### src/khtt_pkg.sv
// shared types and constants of the key hold and tap tracker
`default_nettype none

package khtt_pkg;

  localparam int unsigned CODE_W  = 31;
  localparam int unsigned TIME_W  = 32;
  localparam int unsigned ACT_W   = 2;
  localparam int unsigned ENTRY_W = CODE_W + TIME_W;

  localparam logic [TIME_W-1:0] TAP_LIMIT_RST = 32'd200;

  typedef enum logic [ACT_W-1:0] {
    ACT_PRESS   = 2'd0,
    ACT_RELEASE = 2'd1,
    ACT_HELD    = 2'd2,
    ACT_TAP     = 2'd3
  } act_e;

  typedef enum logic [2:0] {
    ST_IDLE,
    ST_SCAN,
    ST_APPLY,
    ST_TSCAN,
    ST_DONE
  } state_e;

  typedef struct packed {
    logic              push;
    logic              clr;
    logic [CODE_W-1:0] code;
  } tap_cmd_t;

endpackage

`default_nettype wire

### src/khtt_ram.sv
// generic single write port ram with registered read
`default_nettype none

module khtt_ram #(
  parameter int unsigned WIDTH = 8,
  parameter int unsigned DEPTH = 4
) (
  input  wire logic                                   clk_i,
  input  wire logic                                   we_i,
  input  wire logic [(DEPTH > 1 ? $clog2(DEPTH) : 1)-1:0] waddr_i,
  input  wire logic [WIDTH-1:0]                       wdata_i,
  input  wire logic [(DEPTH > 1 ? $clog2(DEPTH) : 1)-1:0] raddr_i,
  output logic      [WIDTH-1:0]                       rdata_o
);

  logic [WIDTH-1:0] mem_q [DEPTH];
  logic [WIDTH-1:0] rdata_q;

  always_ff @(posedge clk_i) begin
    if (we_i) begin
      mem_q[waddr_i] <= wdata_i;
    end
    rdata_q <= mem_q[raddr_i];
  end

  assign rdata_o = rdata_q;

endmodule

`default_nettype wire

### src/khtt_cmp_unit.sv
// shared compare unit: code match and wrapping duration against a threshold
`default_nettype none

module khtt_cmp_unit (
  input  wire logic [khtt_pkg::CODE_W-1:0] code_a_i,
  input  wire logic [khtt_pkg::CODE_W-1:0] code_b_i,
  input  wire logic [khtt_pkg::TIME_W-1:0] now_i,
  input  wire logic [khtt_pkg::TIME_W-1:0] since_i,
  input  wire logic [khtt_pkg::TIME_W-1:0] thr_i,
  input  wire logic                        gt_mode_i,
  output logic                             eq_o,
  output logic                             time_ok_o
);
  import khtt_pkg::*;

  logic [TIME_W-1:0] dur;
  logic [TIME_W-1:0] op_a;
  logic [TIME_W-1:0] op_b;

  // gt mode: thr < dur, else dur < thr
  always_comb begin
    dur       = now_i - since_i;
    op_a      = gt_mode_i ? thr_i : dur;
    op_b      = gt_mode_i ? dur : thr_i;
    time_ok_o = op_a < op_b;
    eq_o      = code_a_i == code_b_i;
  end

endmodule

`default_nettype wire

### src/khtt_tap_hist.sv
// tap history shift register with valid bits
`default_nettype none

module khtt_tap_hist #(
  parameter int unsigned TAP_DEPTH = 5
) (
  input  wire logic                                           clk_i,
  input  wire logic                                           rst_ni,
  input  wire khtt_pkg::tap_cmd_t                             cmd_i,
  input  wire logic [(TAP_DEPTH > 1 ? $clog2(TAP_DEPTH) : 1)-1:0] idx_i,
  output logic      [khtt_pkg::CODE_W-1:0]                    code_o,
  output logic                                                valid_o
);
  import khtt_pkg::*;

  logic [CODE_W-1:0]    code_q [TAP_DEPTH];
  logic [TAP_DEPTH-1:0] valid_q;

  always_ff @(posedge clk_i) begin
    if (cmd_i.push) begin
      for (int i = TAP_DEPTH - 1; i > 0; i--) begin
        code_q[i] <= code_q[i-1];
      end
      code_q[0] <= cmd_i.code;
    end
  end

  always_ff @(posedge clk_i or negedge rst_ni) begin
    if (!rst_ni) begin
      valid_q <= '0;
    end else if (cmd_i.push) begin
      for (int i = TAP_DEPTH - 1; i > 0; i--) begin
        valid_q[i] <= valid_q[i-1];
      end
      valid_q[0] <= 1'b1;
    end else if (cmd_i.clr) begin
      valid_q[idx_i] <= 1'b0;
    end
  end

  assign code_o  = code_q[idx_i];
  assign valid_o = valid_q[idx_i];

endmodule

`default_nettype wire

### src/key_hold_and_tap_tracker_top.sv
// top level of the key hold and tap tracker: sequencer, slot table and tap history
// press, release and held queries scan every slot before the result; a tap query
// scans the tap history, stopping at the first matching tap
// throughput: one word at a time, set by the slot scan through one ram read port
// the result register lets the next word enter while a result waits
// reset clears slot and tap valid bits and control state; the tap limit returns to 200
`default_nettype none

module key_hold_and_tap_tracker_top #(
  parameter int unsigned KEY_SLOTS = 20,
  parameter int unsigned TAP_DEPTH = 5
) (
  input  wire logic                          clk_i,
  input  wire logic                          rst_ni,
  input  wire logic                          in_valid_i,
  output logic                               in_ready_o,
  input  wire logic [khtt_pkg::ACT_W-1:0]    action_i,
  input  wire logic [khtt_pkg::CODE_W-1:0]   key_code_i,
  input  wire logic [khtt_pkg::TIME_W-1:0]   now_i,
  input  wire logic [khtt_pkg::TIME_W-1:0]   hold_time_i,
  output logic                               out_valid_o,
  input  wire logic                          out_ready_i,
  output logic                               answer_o,
  input  wire logic                          cfg_valid_i,
  output logic                               cfg_ready_o,
  input  wire logic [khtt_pkg::TIME_W-1:0]   cfg_data_i
);
  import khtt_pkg::*;

  localparam int unsigned IW   = KEY_SLOTS > 1 ? $clog2(KEY_SLOTS) : 1;
  localparam int unsigned TIW  = TAP_DEPTH > 1 ? $clog2(TAP_DEPTH) : 1;
  localparam int unsigned MAXD = KEY_SLOTS > TAP_DEPTH ? KEY_SLOTS : TAP_DEPTH;
  localparam int unsigned CW   = $clog2(MAXD + 1);

  state_e state_q, state_d;

  act_e              act_q;
  logic [CODE_W-1:0] code_q;
  logic [TIME_W-1:0] now_q;
  logic [TIME_W-1:0] hold_q;
  logic [TIME_W-1:0] tap_limit_q;

  logic [CW-1:0]        cnt_q;
  logic                 rd_vld_q;
  logic [IW-1:0]        rd_idx_q;
  logic                 found_q;
  logic [IW-1:0]        found_idx_q;
  logic                 tok_q;
  logic                 free_q;
  logic [IW-1:0]        free_idx_q;
  logic [KEY_SLOTS-1:0] valid_q;
  logic                 ans_q;
  logic                 out_valid_q;
  logic                 answer_q;

  logic                 in_acc;
  logic                 scan_more;
  logic                 tscan_more;
  logic [ENTRY_W-1:0]   ram_rdata;
  logic                 ram_we;
  logic [CODE_W-1:0]    tap_code;
  logic                 tap_vld;
  logic [CODE_W-1:0]    cmp_code_b;
  logic                 cmp_eq;
  logic                 cmp_time_ok;
  logic                 slot_hit;
  logic                 slot_free;
  logic                 tap_hit;
  logic                 press_ok;
  tap_cmd_t             tap_cmd;

  assign in_ready_o  = state_q == ST_IDLE;
  assign in_acc      = in_valid_i & in_ready_o;
  assign cfg_ready_o = 1'b1;
  assign out_valid_o = out_valid_q;
  assign answer_o    = answer_q;

  assign scan_more  = cnt_q < CW'(KEY_SLOTS);
  assign tscan_more = cnt_q < CW'(TAP_DEPTH);

  assign cmp_code_b = (state_q == ST_TSCAN) ? tap_code : ram_rdata[ENTRY_W-1:TIME_W];

  khtt_cmp_unit u_cmp (
    .code_a_i  (code_q),
    .code_b_i  (cmp_code_b),
    .now_i     (now_q),
    .since_i   (ram_rdata[TIME_W-1:0]),
    .thr_i     ((act_q == ACT_HELD) ? hold_q : tap_limit_q),
    .gt_mode_i (act_q == ACT_HELD),
    .eq_o      (cmp_eq),
    .time_ok_o (cmp_time_ok)
  );

  assign slot_hit  = rd_vld_q & valid_q[rd_idx_q] & cmp_eq;
  assign slot_free = rd_vld_q & ~valid_q[rd_idx_q];
  assign tap_hit   = (state_q == ST_TSCAN) & tscan_more & tap_vld & cmp_eq;
  assign press_ok  = (state_q == ST_APPLY) & (act_q == ACT_PRESS) & ~found_q & free_q;
  assign ram_we    = press_ok;

  khtt_ram #(
    .WIDTH (ENTRY_W),
    .DEPTH (KEY_SLOTS)
  ) u_slot_ram (
    .clk_i   (clk_i),
    .we_i    (ram_we),
    .waddr_i (free_idx_q),
    .wdata_i ({code_q, now_q}),
    .raddr_i (cnt_q[IW-1:0]),
    .rdata_o (ram_rdata)
  );

  always_comb begin
    tap_cmd.push = (state_q == ST_APPLY) & (act_q == ACT_RELEASE) & found_q & tok_q;
    tap_cmd.clr  = tap_hit;
    tap_cmd.code = code_q;
  end

  khtt_tap_hist #(
    .TAP_DEPTH (TAP_DEPTH)
  ) u_tap_hist (
    .clk_i   (clk_i),
    .rst_ni  (rst_ni),
    .cmd_i   (tap_cmd),
    .idx_i   (cnt_q[TIW-1:0]),
    .code_o  (tap_code),
    .valid_o (tap_vld)
  );

  always_ff @(posedge clk_i or negedge rst_ni) begin
    if (!rst_ni) begin
      state_q <= ST_IDLE;
    end else begin
      state_q <= state_d;
    end
  end

  always_comb begin
    state_d = state_q;
    unique case (state_q)
      ST_IDLE: begin
        if (in_acc) begin
          state_d = (act_e'(action_i) == ACT_TAP) ? ST_TSCAN : ST_SCAN;
        end
      end
      ST_SCAN: begin
        if (!scan_more && rd_vld_q) begin
          state_d = ST_APPLY;
        end
      end
      ST_APPLY: begin
        state_d = ST_DONE;
      end
      ST_TSCAN: begin
        if (!tscan_more || tap_hit) begin
          state_d = ST_DONE;
        end
      end
      ST_DONE: begin
        if (!out_valid_q || out_ready_i) begin
          state_d = ST_IDLE;
        end
      end
      default: state_d = ST_IDLE;
    endcase
  end

  // item fields, no reset
  always_ff @(posedge clk_i) begin
    if (in_acc) begin
      act_q  <= act_e'(action_i);
      code_q <= key_code_i;
      now_q  <= now_i;
      hold_q <= hold_time_i;
    end
  end

  always_ff @(posedge clk_i or negedge rst_ni) begin
    if (!rst_ni) begin
      tap_limit_q <= TAP_LIMIT_RST;
    end else if (cfg_valid_i && cfg_ready_o) begin
      tap_limit_q <= cfg_data_i;
    end
  end

  // scan counter and read stage
  always_ff @(posedge clk_i or negedge rst_ni) begin
    if (!rst_ni) begin
      cnt_q    <= '0;
      rd_vld_q <= 1'b0;
      rd_idx_q <= '0;
    end else begin
      rd_vld_q <= (state_q == ST_SCAN) & scan_more;
      rd_idx_q <= cnt_q[IW-1:0];
      if (in_acc) begin
        cnt_q <= '0;
      end else if (state_q == ST_SCAN && scan_more) begin
        cnt_q <= cnt_q + 1'b1;
      end else if (state_q == ST_TSCAN && tscan_more && !tap_hit) begin
        cnt_q <= cnt_q + 1'b1;
      end
    end
  end

  // scan results
  always_ff @(posedge clk_i or negedge rst_ni) begin
    if (!rst_ni) begin
      found_q     <= 1'b0;
      found_idx_q <= '0;
      tok_q       <= 1'b0;
      free_q      <= 1'b0;
      free_idx_q  <= '0;
    end else if (in_acc) begin
      found_q <= 1'b0;
      free_q  <= 1'b0;
    end else begin
      if (slot_hit) begin
        found_q     <= 1'b1;
        found_idx_q <= rd_idx_q;
        tok_q       <= cmp_time_ok;
      end
      if (slot_free && !free_q) begin
        free_q     <= 1'b1;
        free_idx_q <= rd_idx_q;
      end
    end
  end

  always_ff @(posedge clk_i or negedge rst_ni) begin
    if (!rst_ni) begin
      valid_q <= '0;
    end else if (press_ok) begin
      valid_q[free_idx_q] <= 1'b1;
    end else if (state_q == ST_APPLY && act_q == ACT_RELEASE && found_q) begin
      valid_q[found_idx_q] <= 1'b0;
    end
  end

  always_ff @(posedge clk_i or negedge rst_ni) begin
    if (!rst_ni) begin
      ans_q <= 1'b0;
    end else if (in_acc) begin
      ans_q <= 1'b0;
    end else if (state_q == ST_APPLY) begin
      ans_q <= (act_q == ACT_HELD) & found_q & tok_q;
    end else if (tap_hit) begin
      ans_q <= 1'b1;
    end
  end

  // result register
  always_ff @(posedge clk_i or negedge rst_ni) begin
    if (!rst_ni) begin
      out_valid_q <= 1'b0;
      answer_q    <= 1'b0;
    end else if (state_q == ST_DONE && (!out_valid_q || out_ready_i)) begin
      out_valid_q <= 1'b1;
      answer_q    <= ans_q;
    end else if (out_ready_i) begin
      out_valid_q <= 1'b0;
    end
  end

endmodule

`default_nettype wire

### config.mk
export PLATFORM = sky130hd
export DESIGN_NAME = key_hold_and_tap_tracker_top
export DESIGN_NICKNAME = d
export VERILOG_FILES = /design/src/khtt_pkg.sv /design/src/khtt_ram.sv /design/src/khtt_cmp_unit.sv /design/src/khtt_tap_hist.sv /design/src/key_hold_and_tap_tracker_top.sv
export SDC_FILE = /design/constraint.sdc
export NUM_CORES = 2
export LEC_CHECK = 0
export BUFFER_PORTS_ARGS = -buffer_cell sky130_fd_sc_hd__clkbuf_2
export CAP_MARGIN = 10
export CELL_PAD_IN_SITES_DETAIL_PLACEMENT = 0
export CELL_PAD_IN_SITES_GLOBAL_PLACEMENT = 1
export CORE_ASPECT_RATIO = 0.75
export CORE_MARGIN = 5
export CORE_UTILIZATION = 40
export DETAILED_ROUTE_END_ITERATION = 10
export GPL_TIMING_DRIVEN = 0
export PLACE_DENSITY = 0.66
export SLEW_MARGIN = 20
export SYNTH_ARGS = -nofsm -noshare
export SYNTH_HDL_FRONTEND = slang
export SYNTH_SLANG_ARGS = --single-unit
### constraint.sdc
create_clock -name clk_i -period 11.7 [get_ports clk_i]
set_input_delay 0.585 -clock clk_i [delete_from_list [all_inputs] [get_ports clk_i]]
set_output_delay 0.585 -clock clk_i [all_outputs]
set_load 0.01 [all_outputs]
After elaboration in Yosys (flattened, before gate mapping)
Memories as Yosys holds them, arrays and structs flattened. A register that Yosys moved wholly into a read port is not among the register bits. Index checks and enable logic that the tools add are counted.

$add $sub $neg: 2. $lt $le $gt $ge: 10. Equal/unequal tests: 12. Multiplexer cells: 40. Bitwise gates (word level): 24. Reduce and logical (&&, ||, !) cells: 30.

Operators by type and width (count): $mux 32 (3); $mux 20 (2); $lt 32x32->1 (1); $sub 32x32->32 (1); $eq 31x31->1 (1); $mux 31 (1); $mux 5 (5); $and 20x20->20 (1); $not 20->20 (1); $or 20x20->20 (1); $lt 5x6->1 const B (3); $mux 1 (18); $and 1x1->1 (16); $pmux 3 s5 (1); $mux 3 (4); $logic_and 1x1->1 (11); $demux 1 s5 (2); $ge 5x1->1 const B (2); $reduce_bool 2->1 (5); $eq 3x2->1 const B (2); $ne 2x1->1 const B (3); $reduce_bool 3->1 (2); $add 5x1->5 const B (1); $and 5x5->5 (1); other kinds (21) (30).

Register bits: 184. Bits in writable memories: 1415. Bits of input ports: 134. Output and inout port bits: 4. Word-level logic and storage cells: 139. Memories: 2.

Memories: u_slot_ram.mem_q (depth 20, bits a word 63, read ports 1, clocked after Yosys merged registers in 1, wr ports 1, line khtt_ram.sv:16) `logic [WIDTH-1:0] mem_q [DEPTH];`; u_tap_hist.code_q (depth 5, bits a word 31, read ports 5, clocked after Yosys merged registers in 0, wr ports 5, line khtt_tap_hist.sv:16) `logic [CODE_W-1:0] code_q [TAP_DEPTH];`.

Logic depth before layout (Yosys ltp)
Depth after elaboration: 9. Mapped depth: 25. Mapped depth without buffers: 25.

Modules after synthesis
Synthesis repeated with hierarchy kept, for this count alone.

Cells, all modules: 4020. Area, all modules: 66767.8 um^2.

Modules (own cells, without submodules): khtt_ram (instances 1, cells each 2639, area an instance 49646.4 um^2); key_hold_and_tap_tracker_top (instances 1, cells each 468, area an instance 7243.2 um^2); khtt_tap_hist (instances 1, cells each 358, area an instance 6237.2 um^2); khtt_cmp_unit (instances 1, cells each 555, area an instance 3641.0 um^2).

Least setup slack after synthesis
OpenSTA, ideal clock, no wires.

Path kind: register to register. From: register state_q[2]. To: memory u_slot_ram.mem_q[8][0] (netlist name) (enable). Library setup time: 564 ps. Data arrival time: 5522 ps. Required time: 11136 ps. Slack: 5614 ps. Stages on the path, launching flop included: 7. Period minus slack after synthesis: 6086 ps. Cell sequence: dfrtp_1 nand2b_1 nor3_1 nand3_1 nor2_1 nand3b_1 nor3_1.

Cells in the longest elaborated chain, start to end: 6.

Ends and longest elaborated chain: from (decl) (line key_hold_and_tap_tracker_top.sv:35) `state_e state_q, state_d;`; from (signal assigned) (line key_hold_and_tap_tracker_top.sv:133) `state_q <= state_d;`; $eq 3x2->1 (line key_hold_and_tap_tracker_top.sv:97) `assign press_ok = (state_q == ST_APPLY) & (act_q == ACT_PRESS) & ~found_q & free_q;`; $and 1x1->1 (3 in series) (line key_hold_and_tap_tracker_top.sv:97); $mux 1 (line khtt_ram.sv:20) `if (we_i) begin`; $mux 1 (implied by the code) (line khtt_ram.sv:21) `mem_q[waddr_i] <= wdata_i;`; to (decl) (line khtt_ram.sv:16).

Every way passes these cells.

==> out/metrics.csv <==
stage,metric,value,unit
clock_network,Root Buffer,clkbuf_16,
layout,layout cells sized above 1,19.9,%
setup_path,WP data required,12340,ps
global_routing,first-pass GRT wire length,311,mm
setup_path,Worst Setup EP,u_slot_ram.rdata_o[21],
timing,Slew headroom,14.3,%
setup_path,worst reg2reg endpoint,u_slot_ram.rdata_o[21],
place,Placement Cell Area,71700,um2
clock_network,CTS resizes,0,
floorplan,Die ar.,173000,um2
setup_path,slowest CP cell,clkbuf_1,
floorplan,die height,362,um
timing,Layout Skew,34.8,ps
timing,period utilisation layout,53.9,%
timing,minimum clock period,6300,ps
outcome,status,completed,
global_routing,number of global-route vias before repair,39000,
clock_network,Sink Count,1662,
setup_path,Setup crit end kind,flop,
clock_network,clock insertion delay at the later pin of the skew report,820,ps
route,via count,41400,
setup_path,CP Cell Sequence,buf_2 > buf_2 > buf_2 > buf_2 > clkbuf_1 > clkbuf_1 > clkbuf_2 > clkbuf_2 > o22ai_1 > o21ai_1 > o21ai_0,
yosys,"Cell Area, Synth",66000,um2
layout,Final Net Count,4749,
setup_path,CP most frequent cell,buf_2,
global_routing,total track usage,25.7,%
layout,area added between synthesis and finish,18.5,%
setup_path,"delay-heaviest family, CP",buffers and inverters,
route,Routed Antenna Nets,0,
clock_network,CTS H-tree depth,4,
route,vias per cell,6.04,
layout,"commonest cells after routing, fill and taps aside","1512 x edfxtp_1, 256 x nand2_1, 204 x o21ai_0",
timing,# setup viols final,0,
setup_path,Reg-to-Reg Start,cnt_q[2],
layout,"commonest non-fill, non-tap cell in the layout",edfxtp_1,
floorplan,I/O Pins,138,
setup_path,Reg2Reg Setup Slack,5400,ps
clock_network,clock-pin slew of the registers on the worst-case setup and hold paths,60,ps
clock_network,CTS max path bufs,3,
yosys,area share of the largest cell type after synthesis,68.8,%
clock_network,CTS tree,built,
place,GP Congestion,0.861,
yosys,"Net Count, Synth",4187,
yosys,"FF+latch count, synth",1662,
setup_path,critical path type,reg -> reg,
route,DRT Pass-1 Iters,8,
yosys,sequential area share after synthesis,74.0,%
setup_path,maximum fanout along the worst path,10,
clock_network,Post-CTS Setup Bufs,0,
timing,fin. max-slew vios,0,
layout,fin util,47.6,%
setup_path,critical path startpoint,cnt_q[2],
yosys,largest cells by area after synthesis,"edfxtp_1 69%, mux4_2 3.4%, mux2_2 3.2%",
setup_path,"Arr. time, crit path",6940,ps
timing,final hold vios,0,
clock_network,hold buffer count at CTS,130,
setup_path,crit path launch type,flop,
layout,fin area,78200,um2
floorplan,# rows,129,
global_routing,GRT overflow,0,
setup_path,CP max stage delay,890,ps
route,Routed WL per cell,33.2,um
route,# DRC,0,
power,PD cells,238,nW/um2
yosys,count of different cell masters after synthesis,88,
yosys,cell taking the most area after synthesis,edfxtp_1,
clock_network,CTS Buf Count,163,
place,Detail Placement HPWL,154,mm
timing,RSZ-0062 raised after global routing,no,
yosys,Post-Syn Area per Cell,16.5,um2
place,port bufs,135,
yosys,fraction of registers with async set/reset,5.23,%
setup_path,Reg2Reg Depth,11,
route,DRT iter0 DRCs,6192,
floorplan,Die Span X,479,um
yosys,Gate Count Post-Synth,3989,
hold_path,HP Class,in -> reg,
floorplan,Starting Density,40.1,%
power,maximum vdd ir drop,0.114,mV
setup_path,CP bufs+invs,8,
global_routing,antenna violations before repair,10,
yosys,Post-synth EDFFs,1512,
job,max cap viols,0,
timing,worst-margin pin slew,1290,ps
power,Leakage,26.2,nW
floorplan,Core Region,164000,um2
route,total wire length,227,mm
global_routing,largest net degree at the start of global routing,100,
setup_path,Crit. path cell count,11,
yosys,Yosys warning total,0,
yosys,ys flop type,edfxtp_1,
timing,FMAX,159,MHz
## kinds of logic after synthesis
kind of cell	synth area share [%]
flops	74.0
compound gates	8.99
simple gates	3.91
mux	9.23
buf+inv	1.81
fa+ha+maj	1.22
xor+xnor	0.836
other cells	0.00568
## per-layer routing
metal	vias up	part of all wire [%]	wire [um]	global-route usage, %
li1	17000	-	-	-
met1	21200	43	96700	38.3
met3	380	12	28200	6.77
met4	4	2.9	6620	7.56
met5	-	0.012	27	0
met2	2724	42	95700	36.9
## metrics by stage
step	worst slack (ps)	instances	hold slack [ps]	power [mW]	setup TNS, ps
2_1_floorplan	5610	3989	289	10.6	0
3_3_place_gp	-1190	6285	423	13.3	-146160
3_5_place_dp	5480	6411	429	13.4	0
4_1_cts	5460	6837	18.7	18.5	0
5_1_grt	5200	6844	73.4	19.2	0
6_report	5400	6846	83.5	18.6	0
## state kept, by name (all words and copies together), names as in the netlist, 20 cells and up
signal	count
code_q	31
u_tap_hist.code_q	155
tap_limit_q	32
u_slot_ram.rdata_o	63
u_slot_ram.mem_q	1260
hold_q	32
valid_q	20
now_q	32
## how the worst min path moves through the flow
stage	from	to	slack, ps	cells past startpoint
5_1_grt	out_ready_i	out_valid_o	70	3
3_5_place_dp	u_tap_hist.code_q[1][19]	u_tap_hist.code_q[2][19]	430	0
4_1_cts	out_ready_i	out_valid_o	20	3
3_3_place_gp	u_tap_hist.code_q[2][14]	u_tap_hist.code_q[3][14]	420	0
2_1_floorplan	rst_ni	ans_q	290	0
6_report	out_ready_i	out_valid_o	80	3
## worst min-delay path: cells and delay by family
family / cells / cell delay (ps)
and+or+nand+nor: 2 / 170
buffers and inverters: 1 / 80
## area by class of cell
cell class / count / area, um2
antenna: 3 / 7.51
buffer: 222 / 996
clock buffer: 224 / 4470
clock inverter: 72 / 682
fill: 13900 / 86300
inverter: 69 / 272
multi-input combinational: 2036 / 16100
sequential: 1662 / 48800
tap: 2161 / 2700
timing repair buffer: 397 / 4110
## cell usage after synthesis, drive strengths merged, types with 5 or more instances
cell type     n
a2111oi       8
a211oi       36
a21o         35
a21oi       141
a221oi      167
a22o          6
a22oi        78
a31oi        18
and2         12
and3          7
buf          80
clkbuf      142
dfrtp        84
dfxtp        63
edfxtp     1512
ha           63
inv          67
mux2        190
mux2i       167
mux4        101
nand2       256
nand2b       12
nand3        28
nand3b        6
nand4        11
nor2        175
nor2b        17
nor3         25
nor3b         9
nor4          5
o211ai       37
o21a         14
o21ai       207
o21bai        5
o221ai       24
o22ai        33
o31ai         8
xnor2        42
xor2         21
## where the power goes
| part | internal, mW | switching (mW) | total [mW] |
|---|---|---|---|
| sequential | 7.00 | 0.465 | 7.46 |
| combinational | 1.94 | 4.05 | 5.99 |
| clock | 2.83 | 2.32 | 5.15 |
| total | 11.8 | 6.84 | 18.6 |
No activity file was read; power rests on OpenSTA's default activity.
